`src/hw/rtl/sdfc_pkg.sv`:
```
// Package for the SPI downlink frame checker.
// Holds the frame header offsets, register indexes and the shared types.
// No dependencies; sdfc_regs and the top level refer to it by scoped names.
package sdfc_pkg;

    // Header layout of a receive transfer.
    localparam int unsigned POS_STATUS   = 0;
    localparam int unsigned POS_LEN_HI   = 1;
    localparam int unsigned POS_LEN_LO   = 2;
    localparam int unsigned POS_SUM_HI   = 3;
    localparam int unsigned POS_SUM_LO   = 4;
    localparam int unsigned POS_SEQ_HI   = 5;
    localparam int unsigned POS_SEQ_LO   = 6;
    localparam int unsigned CFG_HDR      = 3;
    localparam int unsigned DATA_HDR     = 7;
    localparam int unsigned DATA_LEN_LIM = 512;

    // Register map, indexed by paddr[3:2].
    localparam int unsigned PADDR_W = 4;
    localparam logic [1:0] REG_CFG_CODE  = 2'd0;
    localparam logic [1:0] REG_DATA_MASK = 2'd1;
    localparam logic [1:0] REG_CFG_LIMIT = 2'd2;

    localparam logic [7:0] RST_CFG_CODE  = 8'd1;
    localparam logic [7:0] RST_DATA_MASK = 8'd128;
    localparam logic [8:0] RST_CFG_LIMIT = 9'd256;

    typedef struct packed {
        logic [7:0] cfg_code;
        logic [7:0] data_mask;
        logic [8:0] cfg_limit;
    } t_cfg;

    typedef enum logic [1:0] {
        KIND_NONE = 2'd0,
        KIND_CFG  = 2'd1,
        KIND_DATA = 2'd2
    } t_kind;

    typedef struct packed {
        logic [7:0]  payload_byte;
        logic        byte_kind;
        logic        last_in_frame;
        logic        checksum_ok;
        logic [15:0] seq_gap;
        logic [31:0] seq_missing_total;
        logic [31:0] checksum_bad_total;
    } t_result;

endpackage

```
`src/hw/rtl/sdfc_regs.sv`:
```
// APB-style configuration registers of the SPI downlink frame checker.
// Depends on sdfc_pkg for the register map, reset values and t_cfg.
module sdfc_regs (
    input  logic                         i_clk,
    input  logic                         i_rst_n,
    input  logic                         psel,
    input  logic                         penable,
    input  logic                         pwrite,
    input  logic [sdfc_pkg::PADDR_W-1:0] paddr,
    input  logic [31:0]                  pwdata,
    output logic [31:0]                  prdata,
    output logic                         pready,
    output sdfc_pkg::t_cfg               o_cfg
);

    sdfc_pkg::t_cfg r_cfg;
    logic           wr_en;
    logic [1:0]     reg_idx;

    assign pready  = 1'b1;
    assign wr_en   = psel && penable && pwrite;
    assign reg_idx = paddr[3:2];
    assign o_cfg   = r_cfg;

    always_ff @(posedge i_clk) begin
        if (!i_rst_n) begin
            r_cfg.cfg_code  <= sdfc_pkg::RST_CFG_CODE;
            r_cfg.data_mask <= sdfc_pkg::RST_DATA_MASK;
            r_cfg.cfg_limit <= sdfc_pkg::RST_CFG_LIMIT;
        end else if (wr_en) begin
            case (reg_idx)
                sdfc_pkg::REG_CFG_CODE:  r_cfg.cfg_code  <= pwdata[7:0];
                sdfc_pkg::REG_DATA_MASK: r_cfg.data_mask <= pwdata[7:0];
                sdfc_pkg::REG_CFG_LIMIT: r_cfg.cfg_limit <= pwdata[8:0];
                default: ;
            endcase
        end
    end

    always_comb begin
        case (reg_idx)
            sdfc_pkg::REG_CFG_CODE:  prdata = {24'd0, r_cfg.cfg_code};
            sdfc_pkg::REG_DATA_MASK: prdata = {24'd0, r_cfg.data_mask};
            sdfc_pkg::REG_CFG_LIMIT: prdata = {23'd0, r_cfg.cfg_limit};
            default:                 prdata = 32'd0;
        endcase
    end

endmodule

```
`config.mk`:
```
export PLATFORM = sky130hd
export DESIGN_NAME = sdfc_regs
export DESIGN_NICKNAME = d
export VERILOG_FILES = /design/src/hw/rtl/sdfc_pkg.sv /design/src/hw/rtl/sdfc_regs.sv
export SDC_FILE = /design/constraint.sdc
export NUM_CORES = 1
export LEC_CHECK = 0
export CORE_MARGIN = 3
export CORE_UTILIZATION = 40
export CTS_BUF_LIST = sky130_fd_sc_hd__clkbuf_4
export DETAILED_ROUTE_END_ITERATION = 16
export DONT_BUFFER_PORTS = 1
export PLACE_DENSITY = 0.55
export SLEW_MARGIN = 10
export SYNTH_ARGS = -nofsm -noshare
export SYNTH_HDL_FRONTEND = slang
export SYNTH_SLANG_ARGS = --single-unit
```
`constraint.sdc`:
```
create_clock -name i_clk -period 1.3 [get_ports i_clk]
set_input_delay 0.13 -clock i_clk [delete_from_list [all_inputs] [get_ports i_clk]]
set_output_delay 0.13 -clock i_clk [all_outputs]
set_load 0.02 [all_outputs]
```
After elaboration in Yosys (flattened, before gate mapping). Index checks and enable logic that the tools add are counted.

Bits in registers: 25. Input port bits: 41. Logic and storage cells: 12.

Equality and inequality tests: 2. Multiplexer cells: 1. Reduce and logical (&&, ||, !) cells: 6.

Operators by type and width (count): case mux 9 bit (3 select lines) (1); AND reduction 2 bit (3); == test 2 x 1 -> 1 bit (second input constant) (1); == test 2 bit (second input constant) (1); logical AND 1 bit (2); zero test 2 bit (1).

Depth between registers and ports, before layout. Gate-level depths: netlist of run 1.

Depth in word-level cells: 3. Depth in mapped cells: 5.

Worst setup path before layout of run 1. No wires, ideal clock.

Kind: flip-flop to output port. Start: reg r_cfg, in the netlist o_cfg[0]. End: out prdata[0]. Data arrival time: 1.026 ns. Required time: 1.170 ns. Slack: 0.144 ns. Cell stages (with the launch flop): 3. Cell sequence: dfxtp_1 mux2i_1 o21ai_0.

Word-level cells in the longest chain between the ends: 1.

Ends and longest elaborated chain: from (decl) (RTL line sdfc_regs.sv:16) `sdfc_pkg::t_cfg r_cfg;`; case mux 9 bit (3 select lines) (RTL line sdfc_regs.sv:41) `case (reg_idx)`; to (decl) (RTL line sdfc_regs.sv:11) `output logic [31:0] prdata,`.

No other way between the ends.

==> results.md, run 1 <==
* Routed len/inst at approximately 14 um
* Post-Route WL at about 3300 um
* Slowest CP cell: dlygate4sd3_1
* Type of the tightest min-delay check: in2reg
* Fin crit period at ~1.2 ns
* Fraction of layout cells with a size suffix above 1 at around 24%
* P_leak at ~0.77 nW
* CTS root buffer: clkbuf_4
* First-pass GRT wire length at approximately 5300 um
* Total power at around 0.0014 W
* VDD IR max at ~0.00050 V
* CP Cell Sequence: nand2_1 -> dlygate4sd3_1 -> mux2i_1
* Area grow syn2layout at 20.8%
* Total GRT Usage at 16.4%
* Met1 Use GR at 19.4%
* CP peak stage delay at approximately 0.55 ns
* Via Count at roughly 1.1k
* Drt via density at roughly 4.6
* Initial antenna violation count at 0
* CP bufs+invs at 1
* TritonCTS buffer count at 3
* Crit. End Element: register
* Ys flop type: dfxtp_1
* Unrepaired setup endpoints after global routing: false
* WHS Path Cells at 2
* Sink Count at 25
* Sequential-to-total area share from yosys stat at a little over a third
* Final setup TNS at 0 ns
* Slew HR at between 40% and 50%
* Delay-heaviest family, CP: buffers and inverters
* Slew Viols, Final at 0
* Synth top area share at between 30 and 40%
* Yosys warns at 0
* Top-count cell post-synth: nand2_1
* IO Count at between 90 and 100
* Met2 Use GR at between 20% and 30%
* Buffers on Ports at 0
* Worst Clk Skew at 0 ns
* DPL Wire Length at 2300 um
* Clk slew on worst S/H paths at about 0.13 ns
* Largest net degree at the start of global routing at 23
* WP data required at around 1.6 ns
* DR iter-0 viols at 17
* Number of global-route vias before repair at roughly 1.1k
* Die area at between 4000 and 5000 sq um
* Run status: finished clean
* Clk Latency, worst-skew pair at slightly above 0.3 ns
* Period Utilization, post-route at between 90% and 100%
* Final antenna-violating net count at 0
* Die H at between 60 and 70 um
* FP Rows at 20
* Synth Area per Inst at approximately 9 sq um
* Area leader, netlist: dfxtp_1
* Instance count on the critical path at 3
* Worst path arrival time at 1.46 ns
* Synth Register Bits at 25
* Met3 usage at under 10%
* Top area cells in the synthesized netlist: dfxtp_1, mux2i_1, buf_4
* Initial cell density of the core at a little over two fifths
* GRT overflow at 0
* Final nets at between 200 and 250
* Async SR Flop Fraction at 0%
* Die X at roughly 65 um
* Placed Area at approximately 1500 sq um
* Ant diodes at 0
* CTS max path bufs at 2
* F_max at 822 MHz
* Element type at the critical path start: register
* Finish-stage setup viols at 0
* CP Max Fanout at 3
* Fill cells at around 310
* Drc violations at 0
* Commonest cells post-synth: nand2_1, mux2i_1, buf_4, dfxtp_1, o21ai_0
* Design Area, Final at 1660 sq um
* First drt pass iteration count at 4
* Hold Violations, Final at 0
* H-tree depth at 1
* Max-Cap Viols at 0
* Worst Tran Pin Value at slightly above 0.8 ns
* RePlAce Congestion at a little over 0.7
* Cell Pwr Density at ~820 nW/um^2
* CP Class: reg2reg
* Cell area after synthesis at around 1400 sq um
* Number of flops mapped to enable cells by yosys at 0
* Hold WS at 0.00163 ns
* R2R depth at 3
* Max FFs per register at 25
* Core Region at around 3200 sq um
* Synth cell types at 21
* Most Crowded Layer GR: met2
* TritonCTS clock tree: yes
* Cells after synthesis at 153
area by class of cell:
class / instances / area, sq um / share of cell area (%)
multi-input combinational: 114 / 681 / 41.1
sequential: 25 / 508 / 30.7
timing repair buffer: 45 / 374 / 22.6
tap: 44 / 55.1 / 3.33
clock buffer: 4 / 30.0 / 1.81
inverter: 2 / 7.51 / 0.454
where the power goes:
part	internal [W]	leakage (nW)	total [W]	switching [W]
combinational	0.0000717	0.545	0.000211	0.000139
sequential	0.000777	0.204	0.000786	0.00000879
clock	0.000140	0.0184	0.000358	0.000217
layer usage:
layer  vias up  part of all wire, %
met4         0                 0.57
met2        46                   47
met1       510                   44
met3         2                  8.2
li1        528                    -
met5         -                    0
stage by stage:
stage	setup slack [ns]	std cells	utilization, %
2_1_floorplan	0.144	175	-
3_3_place_gp	0.172	218	47.3
3_5_place_dp	0.166	218	47.3
4_1_cts	0.00411	233	51.8
5_1_grt	0.0250	234	52.5
6_report	0.0832	234	52.5
placed cells by master (no fill, tap or decap), drive strengths merged:
cell	n
dfxtp	25
and3	1
dlymetal6s4s	1
nand2	38
mux2i	31
o21ai	8
nor3b	1
and2	1
o211ai	2
dlygate4sd3	11
inv	2
buf	33
clkbuf	4
and3b	1
nor2b	3
or3	1
nand3	2
o31ai	1
conb	24
repair_timing:
action,CTS,global route
setup buffers,0,0
hold endpoints to repair,25,2
gates cloned,0,0
resized for setup,1,8
endpoints found under the setup margin,1,26
hold buffers,11,2
cell families after synthesis:
logic type,count (synthesis),share of synthesized area (%)
compound gates,11,4.57
buf+inv,36,20.2
flops,25,36.5
mux,31,22.6
other cells,2,0.548
simple gates,48,15.5
path summary, 6_finish.rpt:
path	from	end	slack [ns]
worst max register to register	o_cfg[14]	o_cfg[14]	0.08
worst min-delay path	pwdata[5]	o_cfg[5]	0.002
worst max-delay path	o_cfg[14]	o_cfg[14]	0.08
worst min register to register	o_cfg[15]	o_cfg[15]	0.53
(Power assumes the default switching activity.)
==> run 2, diff against run 1 <==
GPL_TIMING_DRIVEN = 0   (was unset)
SKIP_LAST_GASP = 1   (was unset)
==> run 2 against run 1 <==
  * Core utilization up 1.1 points
  * Maximum frequency down 3.1%
  * Non-clock buffer count decreased by 2
  * Clock power shrank 1%
  * Worst hold slack improved by 0.043 ns
  * Worst setup slack got worse by 0.040 ns
  * First-iteration DRC count up 71%
  * Clock-buffer cell count stayed put
  * Cell area up 2.0%
  * Global-route usage shrank 0.13 points
  * Largest cell class unchanged
  * Largest power group unchanged
==> results.md, run 2 (same netlist as run 1, synthesis figures left out) <==
* Drc violations at 0 (unchanged)
* Worst Clk Skew at 0 ns (unchanged)
* WHS Path Cells at 3 (was 2)
* Area grow syn2layout at 23.3% (was 20.8%)
* Total GRT Usage at 16.3% (was 16.4%)
* WP data required at 1.17 ns (was 1.55 ns)
* Sw Share at 27.9% (was 27.0%)
* Power share of the clock group at 25.0% (was 26.4%)
* Drt via density at 4.63 (was 4.64)
* Reg-to-Reg End: o_cfg[16] (was o_cfg[14])
* Slowest CP cell: dfxtp_4 (was dlygate4sd3_1)
* Buffers on Ports at 0 (unchanged)
* Number of global-route vias before repair at 968 (was 1,125)
* Design Area, Final at 1690 sq um (was 1660 sq um)
* F_max at 796 MHz (was 822 MHz)
* Finish-stage setup viols at 0 (unchanged)
* Fill cells at 304 (was 305)
* DR iter-0 viols at 29 (was 17)
* Run status: finished clean (unchanged)
* Via Count at 1,073 (was 1,086)
* CTS root buffer: clkbuf_4 (unchanged)
* Largest net degree at the start of global routing at 14 (was 23)
* CP Cell Sequence: mux2i_1 -> o21ai_2 (was nand2_1 -> dlygate4sd3_1 -> mux2i_1)
* H-tree depth at 1 (unchanged)
* Routed len/inst at 14.3 um (about the same)
* Ant diodes at 0 (unchanged)
* P_leak at 0.775 nW (was 0.768 nW)
* Hold Path End: o_cfg[17] (was o_cfg[5])
* Fraction of layout cells with a size suffix above 1 at 33.5% (was 24.2%)
* Final std cells w/o fill at 232 (was 234)
* Type of the tightest min-delay check: in2reg (unchanged)
* Sw Pwr at 0.000395 W (was 0.000365 W)
* Combinational share of power at 19.1% (was 15.6%)
* IO Count at 99 (unchanged)
* Clk Latency, worst-skew pair at 0.31 ns (about the same)
* Seq pwr share at 55.9% (was 58.0%)
* Element type at the critical path start: register (unchanged)
* Cell Pwr Density at 840 nW/um^2 (was 818 nW/um^2)
* Most common cell after layout, fill and taps aside: nand2_1 (unchanged)
* Final nets at 230 (was 232)
* Most frequent cells in the layout: nand2_1, mux2i_1, buf_4, conb_1, dfxtp_2 (was nand2_1, buf_4, mux2i_1, conb_1, dfxtp_1)
* Slew Viols, Final at 0 (unchanged)
* DPL Wire Length at 2360 um (was 2300 um)
* CP Max Fanout at 3 (unchanged)
* Core Region at 3150 sq um (unchanged)
* Placement Setup Slack at -0.0171 ns (was 0.166 ns)
* First drt pass iteration count at 4 (unchanged)
* Final setup TNS at 0 ns (unchanged)
* Post-Route WL at 3330 um (was 3340 um)
* Hold Violations, Final at 0 (unchanged)
* Initial antenna violation count at 0 (unchanged)
* R2R depth at 2 (was 3)
* Max-Cap Viols at 0 (unchanged)
* Initial cell density of the core at 43.5% (unchanged)
* Unrepaired setup endpoints after global routing: true (was false)
* Fin crit period at 1.26 ns (was 1.22 ns)
* VDD IR max at 0.000601 V (was 0.000501 V)
* Worst Tran Pin Value at 0.830 ns (was 0.824 ns)
* Setup ws final at 0.0437 ns (was 0.0832 ns)
* DP Cell Count at 219 (was 218)
* First-pass GRT wire length at 5220 um (was 5280 um)
* Period Utilization, post-route at 96.6% (was 93.6%)
* Crit. End Element: primary output (was register)
* CP peak stage delay at 0.41 ns (was 0.55 ns)
* Slack of the worst reg-to-reg path at 0.49 ns (was 0.08 ns)
* Die X at 64.5 um (unchanged)
* FP Rows at 20 (unchanged)
* TritonCTS clock tree: yes (unchanged)
* Sink Count at 25 (unchanged)
* Die area at 4160 sq um (unchanged)
* Worst path arrival time at 1.13 ns (was 1.46 ns)
* Min-delay src: penable (was pwdata[5])
* CP Class: reg2out (was reg2reg)
* TritonCTS buffer count at 3 (unchanged)
* P_int at 0.00102 W (was 0.000989 W)
* Clk slew on worst S/H paths at 0.13 ns (about the same)
* Reg2reg start: o_cfg[16] (was o_cfg[14])
* RePlAce Congestion at 0.696 (was 0.710)
* Placed Area at 1510 sq um (was 1490 sq um)
* GRT overflow at 0 (unchanged)
* Final antenna-violating net count at 0 (unchanged)
* Slew HR at 44.6% (was 45.1%)
* Max FFs per register at 25 (unchanged)
* CTS max path bufs at 2 (unchanged)
* Die H at 64.5 um (unchanged)
## run 2: critical path, delay by kind of cell, from the launching register on
| kind | cells | cell delay (ns) |
|---|---|---|
| AOI/OAI and AO/OA | 1 | 0.31 |
| muxes | 1 | 0.10 |
| DFF | 1 | 0.41 |
## run 2: how the worst max path moves through the flow
| stage | startpoint | to | slack [ns] | depth (start not counted) |
|---|---|---|---|---|
| 6_report | o_cfg[7] | prdata[7] | 0.04 | 2 |
| 5_1_grt | o_cfg[7] | prdata[7] | -0.006 | 2 |
| 4_1_cts | o_cfg[7] | prdata[7] | 0.02 | 2 |
| 3_5_place_dp | o_cfg[7] | prdata[7] | -0.02 | 2 |
| 3_3_place_gp | o_cfg[7] | prdata[7] | -0.009 | 2 |
| 2_1_floorplan | o_cfg[0] | prdata[0] | 0.14 | 2 |
## run 2: repair_timing
| action | CTS | global route |
|---|---|---|
| hold buffers | 9 | 0 |
| gates resized for setup | 32 | 5 |
| endpoints found under the hold margin | 20 | 0 |
| pin swaps | 0 | 2 |
| setup endpoints to repair | 8 | 3 |
| buffers inserted | 0 | 0 |
## run 2: routing by layer
layer  track usage [%]  vias to the layer above  share of wire (%)
met3              5.72                        6                 11
met5                 0                        -                  0
li1                  -                      528                  -
met2              24.9                       53                 44
met1              20.7                      486                 43
met4              6.60                        0                2.0
## run 2: metrics by stage
stage                     hold WS [ns]  power (W)  utilization (%)
final                           0.0445    0.00142             53.6
after global routing            0.0555    0.00149             53.6
after CTS                       0.0398    0.00145             53.2
after detailed placement         0.306    0.00105             47.8
after global placement           0.300    0.00105             47.8
after floorplan                  0.292    0.00102                -
## run 2: area by class of cell
cell class	count	area (sq um)	area share (%)
inverter	2	7.51	0.444
buffer	34	269	15.9
multi-input combinational	114	706	41.8
timing repair buffer	9	90.1	5.33
tap	44	55.1	3.26
clock buffer	4	30.0	1.78
sequential	25	532	31.5
## run 2: power by group through the flow
| stage | clock network (W) | logic (W) | registers [W] |
|---|---|---|---|
| 6_report | 0.000354 | 0.000271 | 0.000793 |
| 5_1_grt | 0.000400 | 0.000291 | 0.000795 |
| 4_1_cts | 0.000378 | 0.000267 | 0.000801 |
| 3_5_place_dp | 0 | 0.000237 | 0.000817 |
| 3_3_place_gp | 0 | 0.000236 | 0.000816 |
| 2_1_floorplan | 0 | 0.000210 | 0.000813 |
